==> src/rtl/core/sls_pkg.sv <==
`timescale 1ns / 1ps
// sls_pkg: shared types and constants for the servo latch sequencer
// no dependencies; used by the interfaces, sls_cfg_regs, sls_ctrl and the top level

package sls_pkg;

  localparam int unsigned PULSE_W    = 12;
  localparam int unsigned DELTA_W    = 9;
  localparam int unsigned TICKS_W    = 16;
  localparam int unsigned THRESH_W   = 9;
  localparam int unsigned RETRY_W    = 4;
  localparam int unsigned KIND_W     = 3;
  localparam int unsigned CURRENT_W  = 10;
  localparam int unsigned CFG_IDX_W  = 3;
  localparam int unsigned CFG_DATA_W = 16;

  // register reset values
  localparam logic [PULSE_W-1:0]  OPEN_PULSE_RST  = 12'd2000;
  localparam logic [PULSE_W-1:0]  CLOSE_PULSE_RST = 12'd1000;
  localparam logic [DELTA_W-1:0]  DELTA_RST       = 9'd100;
  localparam logic [TICKS_W-1:0]  OVER_TICKS_RST  = 16'd300;
  localparam logic [TICKS_W-1:0]  CHECK_TICKS_RST = 16'd200;
  localparam logic [TICKS_W-1:0]  RETRY_TICKS_RST = 16'd300;
  localparam logic [THRESH_W-1:0] THRESH_RST      = 9'd100;
  localparam logic [RETRY_W-1:0]  MAX_RETRY_RST   = 4'd3;

  // pulse driven out of reset: close pulse minus delta
  localparam logic [PULSE_W-1:0]  DRIVEN_PULSE_RST = CLOSE_PULSE_RST - PULSE_W'(DELTA_RST);
  localparam logic [PULSE_W-1:0]  PULSE_FULL       = '1;

  typedef enum logic [CFG_IDX_W-1:0] {
    CFG_OPEN_PULSE  = 3'd0,
    CFG_CLOSE_PULSE = 3'd1,
    CFG_DELTA       = 3'd2,
    CFG_OVER_TICKS  = 3'd3,
    CFG_CHECK_TICKS = 3'd4,
    CFG_RETRY_TICKS = 3'd5,
    CFG_THRESH      = 3'd6,
    CFG_MAX_RETRY   = 3'd7
  } cfg_idx_e;

  typedef enum logic [KIND_W-1:0] {
    KIND_TICK    = 3'd0,
    KIND_OPEN    = 3'd1,
    KIND_CLOSE   = 3'd2,
    KIND_ENABLE  = 3'd3,
    KIND_DISABLE = 3'd4
  } kind_e;

  typedef enum logic [1:0] {
    POS_OPENING = 2'd0,
    POS_OPEN    = 2'd1,
    POS_CLOSING = 2'd2,
    POS_CLOSED  = 2'd3
  } pos_e;

  typedef enum logic [1:0] {
    FAULT_NONE  = 2'd0,
    FAULT_CLOSE = 2'd1,
    FAULT_OPEN  = 2'd2
  } fault_e;

  typedef struct packed {
    logic [PULSE_W-1:0]  open_pulse_width;
    logic [PULSE_W-1:0]  close_pulse_width;
    logic [DELTA_W-1:0]  overdrive_delta;
    logic [TICKS_W-1:0]  overdrive_ticks;
    logic [TICKS_W-1:0]  check_delay_ticks;
    logic [TICKS_W-1:0]  retry_delay_ticks;
    logic [THRESH_W-1:0] stall_threshold;
    logic [RETRY_W-1:0]  max_retries;
  } cfg_t;

  typedef struct packed {
    logic [PULSE_W-1:0] pulse_width;
    logic               servo_enable;
    pos_e               position_state;
    fault_e             fault;
  } res_t;

endpackage

==> src/rtl/core/sls_in_if.sv <==
`timescale 1ns / 1ps
// sls_in_if: command/tick channel into the sequencer (valid/ready + payload)
// depends on sls_pkg for field widths

interface sls_in_if;
  logic                                valid;
  logic                                ready;
  logic [sls_pkg::KIND_W-1:0]          kind;
  logic signed [sls_pkg::CURRENT_W-1:0] current_sample;

  modport source (output valid, output kind, output current_sample, input ready);
  modport sink   (input valid, input kind, input current_sample, output ready);
endinterface

==> src/rtl/core/sls_out_if.sv <==
`timescale 1ns / 1ps
// sls_out_if: result channel out of the sequencer (valid/ready + payload)
// depends on sls_pkg for field widths

interface sls_out_if;
  logic                        valid;
  logic                        ready;
  logic [sls_pkg::PULSE_W-1:0] pulse_width;
  logic                        servo_enable;
  logic [1:0]                  position_state;
  logic [1:0]                  fault;

  modport source (output valid, output pulse_width, output servo_enable,
                  output position_state, output fault, input ready);
  modport sink   (input valid, input pulse_width, input servo_enable,
                  input position_state, input fault, output ready);
endinterface

==> src/rtl/core/sls_cfg_regs.sv <==
`timescale 1ns / 1ps
// sls_cfg_regs: configuration register file, pulse widths saturate on write
// depends on sls_pkg

module sls_cfg_regs #(
  parameter int unsigned PULSE_MIN = 500,
  parameter int unsigned PULSE_MAX = 2500
) (
  input  logic                           clk_i,
  input  logic                           rst_ni,
  input  logic                           cfg_we_i,
  input  logic [sls_pkg::CFG_IDX_W-1:0]  cfg_idx_i,
  input  logic [sls_pkg::CFG_DATA_W-1:0] cfg_wdata_i,
  output sls_pkg::cfg_t                  cfg_o
);

  localparam logic [sls_pkg::PULSE_W-1:0] PMIN = sls_pkg::PULSE_W'(PULSE_MIN);
  localparam logic [sls_pkg::PULSE_W-1:0] PMAX = sls_pkg::PULSE_W'(PULSE_MAX);

  sls_pkg::cfg_t                cfg_q;
  logic [sls_pkg::PULSE_W-1:0] wpulse;
  logic [sls_pkg::PULSE_W-1:0] pulse_sat;

  assign wpulse = cfg_wdata_i[sls_pkg::PULSE_W-1:0];

  always_comb begin
    priority if (wpulse < PMIN) begin
      pulse_sat = PMIN;
    end else if (wpulse > PMAX) begin
      pulse_sat = PMAX;
    end else begin
      pulse_sat = wpulse;
    end
  end

  always_ff @(posedge clk_i or negedge rst_ni) begin
    if (!rst_ni) begin
      cfg_q.open_pulse_width  <= sls_pkg::OPEN_PULSE_RST;
      cfg_q.close_pulse_width <= sls_pkg::CLOSE_PULSE_RST;
      cfg_q.overdrive_delta   <= sls_pkg::DELTA_RST;
      cfg_q.overdrive_ticks   <= sls_pkg::OVER_TICKS_RST;
      cfg_q.check_delay_ticks <= sls_pkg::CHECK_TICKS_RST;
      cfg_q.retry_delay_ticks <= sls_pkg::RETRY_TICKS_RST;
      cfg_q.stall_threshold   <= sls_pkg::THRESH_RST;
      cfg_q.max_retries       <= sls_pkg::MAX_RETRY_RST;
    end else if (cfg_we_i) begin
      unique case (sls_pkg::cfg_idx_e'(cfg_idx_i))
        sls_pkg::CFG_OPEN_PULSE:  cfg_q.open_pulse_width  <= pulse_sat;
        sls_pkg::CFG_CLOSE_PULSE: cfg_q.close_pulse_width <= pulse_sat;
        sls_pkg::CFG_DELTA:
          cfg_q.overdrive_delta <= cfg_wdata_i[sls_pkg::DELTA_W-1:0];
        sls_pkg::CFG_OVER_TICKS:  cfg_q.overdrive_ticks   <= cfg_wdata_i;
        sls_pkg::CFG_CHECK_TICKS: cfg_q.check_delay_ticks <= cfg_wdata_i;
        sls_pkg::CFG_RETRY_TICKS: cfg_q.retry_delay_ticks <= cfg_wdata_i;
        sls_pkg::CFG_THRESH:
          cfg_q.stall_threshold <= cfg_wdata_i[sls_pkg::THRESH_W-1:0];
        sls_pkg::CFG_MAX_RETRY:
          cfg_q.max_retries <= cfg_wdata_i[sls_pkg::RETRY_W-1:0];
        default: ;
      endcase
    end
  end

  assign cfg_o = cfg_q;

endmodule

==> src/rtl/core/sls_ctrl.sv <==
`timescale 1ns / 1ps
// sls_ctrl: latch phase sequencer; holds phase, wait timer, retry count and driven pulse
// depends on sls_pkg; the result for the current beat is combinational, registered by the top

module sls_ctrl #(
  parameter int unsigned TIMER_BITS = 16
) (
  input  logic                                  clk_i,
  input  logic                                  rst_ni,
  input  logic                                  step_i,
  input  logic [sls_pkg::KIND_W-1:0]            kind_i,
  input  logic signed [sls_pkg::CURRENT_W-1:0]  current_sample_i,
  input  sls_pkg::cfg_t                         cfg_i,
  output sls_pkg::res_t                         res_o
);

  typedef enum logic [2:0] {
    PH_C_OVER  = 3'd0,
    PH_C_NORM  = 3'd1,
    PH_C_RETRY = 3'd2,
    PH_CLOSED  = 3'd3,
    PH_O_OVER  = 3'd4,
    PH_O_NORM  = 3'd5,
    PH_O_RETRY = 3'd6,
    PH_OPEN    = 3'd7
  } phase_e;

  localparam logic [TIMER_BITS-1:0] WAIT_RST = TIMER_BITS'(sls_pkg::OVER_TICKS_RST);

  phase_e                       phase_q, phase_d;
  logic [TIMER_BITS-1:0]        wait_q, wait_d, wait_dec;
  logic [sls_pkg::RETRY_W-1:0]  retry_q, retry_d;
  logic [sls_pkg::PULSE_W-1:0]  pulse_q, pulse_d;
  logic                         en_q, en_d;
  sls_pkg::fault_e              fault;
  sls_pkg::pos_e                pos;

  logic [sls_pkg::PULSE_W:0]    open_sum;
  logic [sls_pkg::PULSE_W-1:0]  open_od, close_od, delta_ext;
  logic [TIMER_BITS-1:0]        over_load, check_load, retry_load;
  logic                         due, stall;

  assign delta_ext = sls_pkg::PULSE_W'(cfg_i.overdrive_delta);
  assign open_sum  = {1'b0, cfg_i.open_pulse_width} + {1'b0, delta_ext};
  assign open_od   = open_sum[sls_pkg::PULSE_W] ? sls_pkg::PULSE_FULL
                                                : open_sum[sls_pkg::PULSE_W-1:0];
  assign close_od  = (cfg_i.close_pulse_width > delta_ext)
                   ? cfg_i.close_pulse_width - delta_ext : '0;

  assign over_load  = TIMER_BITS'(cfg_i.overdrive_ticks);
  assign check_load = TIMER_BITS'(cfg_i.check_delay_ticks);
  assign retry_load = TIMER_BITS'(cfg_i.retry_delay_ticks);

  assign wait_dec = (wait_q != '0) ? wait_q - TIMER_BITS'(1) : wait_q;
  assign due      = (wait_dec == '0);
  // negative readings never stall
  assign stall    = !current_sample_i[sls_pkg::CURRENT_W-1]
                  && (current_sample_i[sls_pkg::THRESH_W-1:0] >= cfg_i.stall_threshold);

  always_comb begin
    phase_d = phase_q;
    wait_d  = wait_q;
    retry_d = retry_q;
    pulse_d = pulse_q;
    en_d    = en_q;
    fault   = sls_pkg::FAULT_NONE;
    if (step_i) begin
      unique case (sls_pkg::kind_e'(kind_i))
        sls_pkg::KIND_TICK: begin
          wait_d = wait_dec;
          unique case (phase_q)
            PH_C_OVER, PH_O_OVER: begin
              if (due) begin
                pulse_d = (phase_q == PH_C_OVER) ? cfg_i.close_pulse_width
                                                 : cfg_i.open_pulse_width;
                wait_d  = check_load;
                phase_d = (phase_q == PH_C_OVER) ? PH_C_NORM : PH_O_NORM;
              end
            end
            PH_C_NORM, PH_O_NORM: begin
              if (due) begin
                if (stall) begin
                  if (retry_q < cfg_i.max_retries) begin
                    // back off with the opposite nominal pulse
                    pulse_d = (phase_q == PH_C_NORM) ? cfg_i.open_pulse_width
                                                     : cfg_i.close_pulse_width;
                    wait_d  = retry_load;
                    phase_d = (phase_q == PH_C_NORM) ? PH_C_RETRY : PH_O_RETRY;
                    retry_d = retry_q + sls_pkg::RETRY_W'(1);
                  end else begin
                    // out of retries: reverse direction and flag it
                    wait_d  = over_load;
                    retry_d = '0;
                    if (phase_q == PH_C_NORM) begin
                      pulse_d = open_od;
                      phase_d = PH_O_OVER;
                      fault   = sls_pkg::FAULT_CLOSE;
                    end else begin
                      pulse_d = close_od;
                      phase_d = PH_C_OVER;
                      fault   = sls_pkg::FAULT_OPEN;
                    end
                  end
                end else begin
                  phase_d = (phase_q == PH_C_NORM) ? PH_CLOSED : PH_OPEN;
                  retry_d = '0;
                end
              end
            end
            PH_C_RETRY: begin
              if (due) begin
                pulse_d = close_od;
                wait_d  = over_load;
                phase_d = PH_C_OVER;
              end
            end
            PH_O_RETRY: begin
              if (due) begin
                pulse_d = open_od;
                wait_d  = over_load;
                phase_d = PH_O_OVER;
              end
            end
            PH_CLOSED: begin
              if (pulse_q != cfg_i.close_pulse_width) begin
                pulse_d = close_od;
                wait_d  = over_load;
                phase_d = PH_C_OVER;
              end
            end
            PH_OPEN: begin
              if (pulse_q != cfg_i.open_pulse_width) begin
                pulse_d = open_od;
                wait_d  = over_load;
                phase_d = PH_O_OVER;
              end
            end
            default: ;
          endcase
        end
        sls_pkg::KIND_OPEN: begin
          pulse_d = open_od;
          wait_d  = over_load;
          phase_d = PH_O_OVER;
        end
        sls_pkg::KIND_CLOSE: begin
          pulse_d = close_od;
          wait_d  = over_load;
          phase_d = PH_C_OVER;
        end
        sls_pkg::KIND_ENABLE:  en_d = 1'b1;
        sls_pkg::KIND_DISABLE: en_d = 1'b0;
        default: ;
      endcase
    end
  end

  always_comb begin
    priority if (phase_d <= PH_C_RETRY) begin
      pos = sls_pkg::POS_CLOSING;
    end else if (phase_d == PH_CLOSED) begin
      pos = sls_pkg::POS_CLOSED;
    end else if (phase_d <= PH_O_RETRY) begin
      pos = sls_pkg::POS_OPENING;
    end else begin
      pos = sls_pkg::POS_OPEN;
    end
  end

  assign res_o.pulse_width    = pulse_d;
  assign res_o.servo_enable   = en_d;
  assign res_o.position_state = pos;
  assign res_o.fault          = fault;

  always_ff @(posedge clk_i or negedge rst_ni) begin
    if (!rst_ni) begin
      phase_q <= PH_C_OVER;
      wait_q  <= WAIT_RST;
      retry_q <= '0;
      pulse_q <= sls_pkg::DRIVEN_PULSE_RST;
      en_q    <= 1'b1;
    end else begin
      phase_q <= phase_d;
      wait_q  <= wait_d;
      retry_q <= retry_d;
      pulse_q <= pulse_d;
      en_q    <= en_d;
    end
  end

  // a fault only comes out of a tick
  a_fault_on_tick: assert property (@(posedge clk_i) disable iff (!rst_ni)
    (step_i && fault != sls_pkg::FAULT_NONE) |-> (kind_i == sls_pkg::KIND_TICK))
    else $error("fault raised on a non-tick beat");

  // settled phases are only reached with a cleared retry count
  a_settled_no_retry: assert property (@(posedge clk_i) disable iff (!rst_ni)
    (phase_q == PH_CLOSED || phase_q == PH_OPEN) |-> (retry_q == '0))
    else $error("settled phase with pending retries");

  // a back-off phase always carries at least one used retry
  a_retry_counted: assert property (@(posedge clk_i) disable iff (!rst_ni)
    (phase_q == PH_C_RETRY || phase_q == PH_O_RETRY) |-> (retry_q != '0))
    else $error("retry phase with zero retry count");

  // failing to close reverses into the open overdrive with retries reset
  a_close_fail_reverses: assert property (@(posedge clk_i) disable iff (!rst_ni)
    (step_i && fault == sls_pkg::FAULT_CLOSE) |=> (phase_q == PH_O_OVER && retry_q == '0))
    else $error("close failure did not reverse to open overdrive");

endmodule

==> src/rtl/core/servo_latch_sequencer.sv <==
`timescale 1ns / 1ps
// servo_latch_sequencer: top level, input beat register, phase sequencer, result register
// depends on sls_pkg, sls_in_if, sls_out_if, sls_cfg_regs and sls_ctrl

// Every input beat (millisecond tick, open, close, enable or disable) produces exactly one
// result beat carrying the pulse width now driven, the enable, the position and a fault code
// that is set only on the beat where a close or open attempt runs out of retries. The block
// takes one beat per clock while the sink keeps ready high: a beat is captured in the input
// register, the sequencer updates its state and forms the result combinationally, and the
// result sits in the output register. Configuration writes take effect on the next clock and
// belong in idle periods.

module servo_latch_sequencer #(
  parameter int unsigned PULSE_MIN  = 500,
  parameter int unsigned PULSE_MAX  = 2500,
  parameter int unsigned TIMER_BITS = 16
) (
  input  logic                           clk_i,
  input  logic                           rst_ni,
  sls_in_if.sink                         in_if,
  sls_out_if.source                      out_if,
  input  logic                           cfg_we_i,
  input  logic [sls_pkg::CFG_IDX_W-1:0]  cfg_idx_i,
  input  logic [sls_pkg::CFG_DATA_W-1:0] cfg_wdata_i
);

  sls_pkg::cfg_t                         cfg;
  sls_pkg::res_t                         res;
  sls_pkg::res_t                         out_q;
  logic                                  out_valid_q;
  logic                                  in_valid_q;
  logic [sls_pkg::KIND_W-1:0]            in_kind_q;
  logic signed [sls_pkg::CURRENT_W-1:0]  in_cur_q;
  logic                                  advance;

  // the held beat moves on whenever the output register is free or draining
  assign advance     = in_valid_q && (!out_valid_q || out_if.ready);
  assign in_if.ready = !in_valid_q || advance;

  always_ff @(posedge clk_i or negedge rst_ni) begin
    if (!rst_ni) begin
      in_valid_q  <= 1'b0;
      out_valid_q <= 1'b0;
    end else begin
      if (in_if.ready) begin
        in_valid_q <= in_if.valid;
      end
      if (advance) begin
        out_valid_q <= 1'b1;
      end else if (out_if.ready) begin
        out_valid_q <= 1'b0;
      end
    end
  end

  always_ff @(posedge clk_i) begin
    if (in_if.valid && in_if.ready) begin
      in_kind_q <= in_if.kind;
      in_cur_q  <= in_if.current_sample;
    end
    if (advance) begin
      out_q <= res;
    end
  end

  sls_cfg_regs #(
    .PULSE_MIN (PULSE_MIN),
    .PULSE_MAX (PULSE_MAX)
  ) u_cfg_regs (
    .clk_i       (clk_i),
    .rst_ni      (rst_ni),
    .cfg_we_i    (cfg_we_i),
    .cfg_idx_i   (cfg_idx_i),
    .cfg_wdata_i (cfg_wdata_i),
    .cfg_o       (cfg)
  );

  sls_ctrl #(
    .TIMER_BITS (TIMER_BITS)
  ) u_ctrl (
    .clk_i            (clk_i),
    .rst_ni           (rst_ni),
    .step_i           (advance),
    .kind_i           (in_kind_q),
    .current_sample_i (in_cur_q),
    .cfg_i            (cfg),
    .res_o            (res)
  );

  assign out_if.valid          = out_valid_q;
  assign out_if.pulse_width    = out_q.pulse_width;
  assign out_if.servo_enable   = out_q.servo_enable;
  assign out_if.position_state = out_q.position_state;
  assign out_if.fault          = out_q.fault;

endmodule
==> src/flat_wrapper.sv <==
// flat-port wrapper written by rule: the top's interface ports become plain ports
module servo_latch_sequencer_flat 
#(
  parameter int unsigned PULSE_MIN  = 500,
  parameter int unsigned PULSE_MAX  = 2500,
  parameter int unsigned TIMER_BITS = 16
)
  (clk_i, rst_ni, cfg_we_i, cfg_idx_i, cfg_wdata_i, in_if_valid, in_if_kind, in_if_current_sample, in_if_ready, out_if_valid, out_if_pulse_width, out_if_servo_enable, out_if_position_state, out_if_fault, out_if_ready);
  sls_in_if in_if_i ();
  sls_out_if out_if_i ();
  input  logic clk_i;
  input  logic rst_ni;
  input  logic cfg_we_i;
  input  logic [sls_pkg::CFG_IDX_W-1:0] cfg_idx_i;
  input  logic [sls_pkg::CFG_DATA_W-1:0] cfg_wdata_i;
  input wire logic [$bits(in_if_i.valid)-1:0] in_if_valid;
  input wire logic [$bits(in_if_i.kind)-1:0] in_if_kind;
  input wire logic [$bits(in_if_i.current_sample)-1:0] in_if_current_sample;
  output wire logic [$bits(in_if_i.ready)-1:0] in_if_ready;
  output wire logic [$bits(out_if_i.valid)-1:0] out_if_valid;
  output wire logic [$bits(out_if_i.pulse_width)-1:0] out_if_pulse_width;
  output wire logic [$bits(out_if_i.servo_enable)-1:0] out_if_servo_enable;
  output wire logic [$bits(out_if_i.position_state)-1:0] out_if_position_state;
  output wire logic [$bits(out_if_i.fault)-1:0] out_if_fault;
  input wire logic [$bits(out_if_i.ready)-1:0] out_if_ready;
  assign in_if_i.valid = in_if_valid;
  assign in_if_i.kind = in_if_kind;
  assign in_if_i.current_sample = in_if_current_sample;
  assign in_if_ready = in_if_i.ready;
  assign out_if_valid = out_if_i.valid;
  assign out_if_pulse_width = out_if_i.pulse_width;
  assign out_if_servo_enable = out_if_i.servo_enable;
  assign out_if_position_state = out_if_i.position_state;
  assign out_if_fault = out_if_i.fault;
  assign out_if_i.ready = out_if_ready;
  servo_latch_sequencer #(.PULSE_MIN(PULSE_MIN), .PULSE_MAX(PULSE_MAX), .TIMER_BITS(TIMER_BITS)) u_core (.clk_i(clk_i), .rst_ni(rst_ni), .in_if(in_if_i), .out_if(out_if_i), .cfg_we_i(cfg_we_i), .cfg_idx_i(cfg_idx_i), .cfg_wdata_i(cfg_wdata_i));
endmodule
==> config.mk <==
export PLATFORM = sky130hd
export DESIGN_NAME = servo_latch_sequencer_flat
export DESIGN_NICKNAME = d
export VERILOG_FILES = /design/src/rtl/core/sls_pkg.sv /design/src/rtl/core/sls_in_if.sv /design/src/rtl/core/sls_out_if.sv /design/src/rtl/core/sls_cfg_regs.sv /design/src/rtl/core/sls_ctrl.sv /design/src/rtl/core/servo_latch_sequencer.sv /design/src/flat_wrapper.sv
export SDC_FILE = /design/constraint.sdc
export NUM_CORES = 1
export LEC_CHECK = 0
export BUFFER_PORTS_ARGS = -buffer_cell sky130_fd_sc_hd__buf_2
export CORE_MARGIN = 2
export CORE_UTILIZATION = 63
export DETAILED_ROUTE_END_ITERATION = 6
export PLACE_DENSITY = 0.93
export SYNTH_ARGS = -nofsm -noshare
export SYNTH_HDL_FRONTEND = slang
export SYNTH_HIERARCHICAL = 1
export SYNTH_SLANG_ARGS = --single-unit
==> constraint.sdc <==
create_clock -name clk_i -period 5.38 [get_ports clk_i]
set_input_delay 1.076 -clock clk_i [delete_from_list [all_inputs] [get_ports clk_i]]
set_output_delay 1.076 -clock clk_i [all_outputs]
set_load 0.02 [all_outputs]
==> reports/summary.txt <==
Worst-Margin Slew: 1330 ps
Max cap viols: 0
Fill cells: 1343
GP Congestion: 1.03
DIE AREA: 19100 um2
Row cnt: 49
Mapped Cells: 1234
Mapped Area: 11400 um2
Power Density: 471 nW/um2
Vias: 10739
# port buffers: 55
Sink Count: 162
Number of synthesized flops with an enable pin: 30
WP data required: 5760 ps
Async S/R FF share, synth: 0.815
Initial Utilization: 0.638
Worst slack, placed: 1040 ps
Crit. Startpoint: u_core/u_ctrl/wait_q[0]
Status: finished clean
Worst setup margin: 813 ps
Worst EP arrival: 4950 ps
Deepest clock path buffer count: 2
Critical-path cell list: inv_1, ha_1, or3b_2, nor3_1, mux2i_1, or3b_4, nor4_1, nand3_1, o31ai_1, a22o_1
Final hold viol count: 0
Crit-path max cell delay: 850 ps
TritonCTS clock tree: yes
Yosys warns: 6
Unrepaired setup endpoints after global routing: no
Crit. End Element: flop
Drt total wl: 37.0 mm
Max Fclk: 219 MHz
Worst vdd ir: 0.291 mV
Post-DP HPWL: 26.1 mm
GRT Overall Usage: 0.389
Synth top cells by count: 117 x nand2_1, 94 x a21oi_1, 92 x dfrtp_1
Worst Setup Start Kind: flop
Fin Clk Skew: 17.1 ps
Number of global-route vias before repair: 10163
Share of the synthesized area in the top cell type: 0.202
Die Height: 138 um
Fin nets: 1314
Worst min path class: reg -> reg
WL per Instance: 25.0 um
Number of synthesized register bits: 162
Initial antenna violation count: 0
Worst slew margin: 0.102
Die width: 138 um
Top post-synthesis cells by area: dfrtp_1 20%, dfstp_2 9.2%, mux2_2 8.5%
Clock latency on the worst-skew pair: 450 ps
Syn Nets: 1307
PostCTS Resize Cnt: 0
Drt pass-1 iters: 7
Leakage power: 4.95 nW
Largest net degree at the start of global routing: 52
Crit share post-route: 0.849
DRC: 0
Most common cell in the netlist: nand2_1
Storage cell area: 4250 um2
Area of the multi-input gates: 6580 um2
CTS Buf Count: 17
Initial drt markers: 1925
Final Max Slew Viols: 0
Critical-path maximum fanout: 8
Post-synthesis cell type count: 94
Remaining Overflow, GRT: 0
CP max stage cell: nor4_1
DR vias/cell: 7.24
First-pass GRT wire length: 58.5 mm
Setup violators final: 0
Area Overhead vs Synth: 7.96%
Worst-path clk slew: 80 ps
Sequential cell area fraction in the yosys report: 0.374
Antenna viol nets, final: 0
Synth Area per Inst: 9.22 um2
Postcts setup bufs: 0
CP Class: reg -> reg
Prevailing post-synth register cell: dfrtp_1
Dominant cell type by area after synthesis: dfrtp_1
H-tree Lvls: 4
# hold bufs at CTS: 0
Clock root buffer: clkbuf_16
Fin Setup TNS: 0 ps
Buffers and inverters on the worst path: 1
Ant diodes: 0
Crit path max-delay family: simple AND/OR/NAND/NOR gates
I/O Pins: 56
Core Region: 17800 um2
Fin crit period: 4570 ps
Reg2reg start: u_core/u_ctrl/wait_q[0]
Layout cells sized above 1: 0.215
Hold Startpoint: u_core/u_cfg_regs/cfg_o[7]
[report_power, final]
group | leakage (nW) | internal [mW] | switching, mW | total, mW
Combinational | 2.82 | 0.948 | 1.50 | 2.45
Sequential | 1.83 | 1.61 | 0.486 | 2.10
Clock | 0.294 | 0.630 | 0.606 | 1.24
Total | 4.95 | 3.19 | 2.59 | 5.79
[worst register-to-register path, stage by stage (launching register included)]
cell and delay, ps:
dfrtp_1 460, inv_1 120, ha_1 290, or3b_2 530, nor3_1 310, mux2i_1 390
or3b_4 460, nor4_1 850, nand3_1 520, o31ai_1 390, a22o_1 190
[final timing paths]
kind | endpoint | cells past startpoint | slack, ps
worst max register to register | u_core/u_ctrl/retry_q[3] | 10 | 810
max in group asynchronous | u_core/u_ctrl/pulse_q[3] | 2 | 3640
worst max-delay path | u_core/u_ctrl/retry_q[3] | 10 | 810
worst min register to register | u_core/u_cfg_regs/cfg_o[7] | 1 | 510
min in group asynchronous | u_core/u_cfg_regs/cfg_o[11] | 1 | 610
worst min-delay path | u_core/u_cfg_regs/cfg_o[7] | 1 | 510
[logic make-up (layout without fill, tap and decap cells)]
group	count (synthesis)	in the layout	share of synthesized area
flops	162	162	0.374
xor+xnor	43	43	0.0331
mux	109	109	0.105
compound gates	361	361	0.212
buf+inv	123	143	0.0484
simple gates	400	400	0.186
fa+ha+maj	36	36	0.0409
[routing by layer]
layer	track usage	vias up	wire, um
met2	0.568	837	15700
met5	0	-	0
met4	0.162	0	1670
met1	0.546	5095	14800
met3	0.113	170	4880
li1	-	4637	-
[cell usage in the layout (no fill, tap or decap), drive strengths merged, types with 8 or more instances in the layout]
cell type,n
xor2,9
or4,9
o31ai,19
ha,34
xnor2,34
mux2i,23
a21o,12
dfstp,40
nor3,32
o211ai,20
o21a,11
clkinv,8
a22oi,12
a21oi,94
a2111oi,8
edfxtp,30
mux2,86
a31oi,16
and2,10
dfrtp,92
and3,8
o21ai,75
o22ai,10
inv,46
nor2b,9
a221oi,9
nand2b,15
a211oi,18
clkbuf,17
nor2,87
nand4,17
buf,71
nand2,118
or3,9
nand3,35
nor4,17
[registers in the layout, indices dropped and copies added, names as in the netlist, 2 cells and up]
| name | count |
|---|---|
| u_core/u_ctrl/wait_q | 16 |
| u_core/u_ctrl/retry_q | 4 |
| u_core/in_cur_q | 10 |
| u_core/u_ctrl/pulse_q | 12 |
| u_core/u_cfg_regs/cfg_o | 94 |
| u_core/out_if.pulse_width | 12 |
| u_core/u_ctrl/phase_q | 3 |
| u_core/out_if.fault | 2 |
| u_core/out_if.position_state | 2 |
| u_core/in_kind_q | 3 |
[through the flow]
step / area [um2] / std cells / power, mW / utilization / hold slack (ps)
after floorplan: 11400 / 1234 / 3.71 / - / 433
after global placement: 11700 / 1451 / 4.34 / 0.654 / 487
after detailed placement: 11700 / 1451 / 4.40 / 0.654 / 496
after CTS: 12300 / 1483 / 5.66 / 0.688 / 513
after global routing: 12300 / 1483 / 6.06 / 0.688 / 535
final: 12300 / 1483 / 5.79 / 0.688 / 512
[cell type report]
type,count,share of cell area
clock buffers,17,0.0346
clock inverters,15,0.0150
inverters,40,0.0122
multi-input cells,949,0.536
flip-flops and latches,162,0.346
well taps,229,0.0233
repair buffers,71,0.0324
Power figures use the tool's default switching activity.
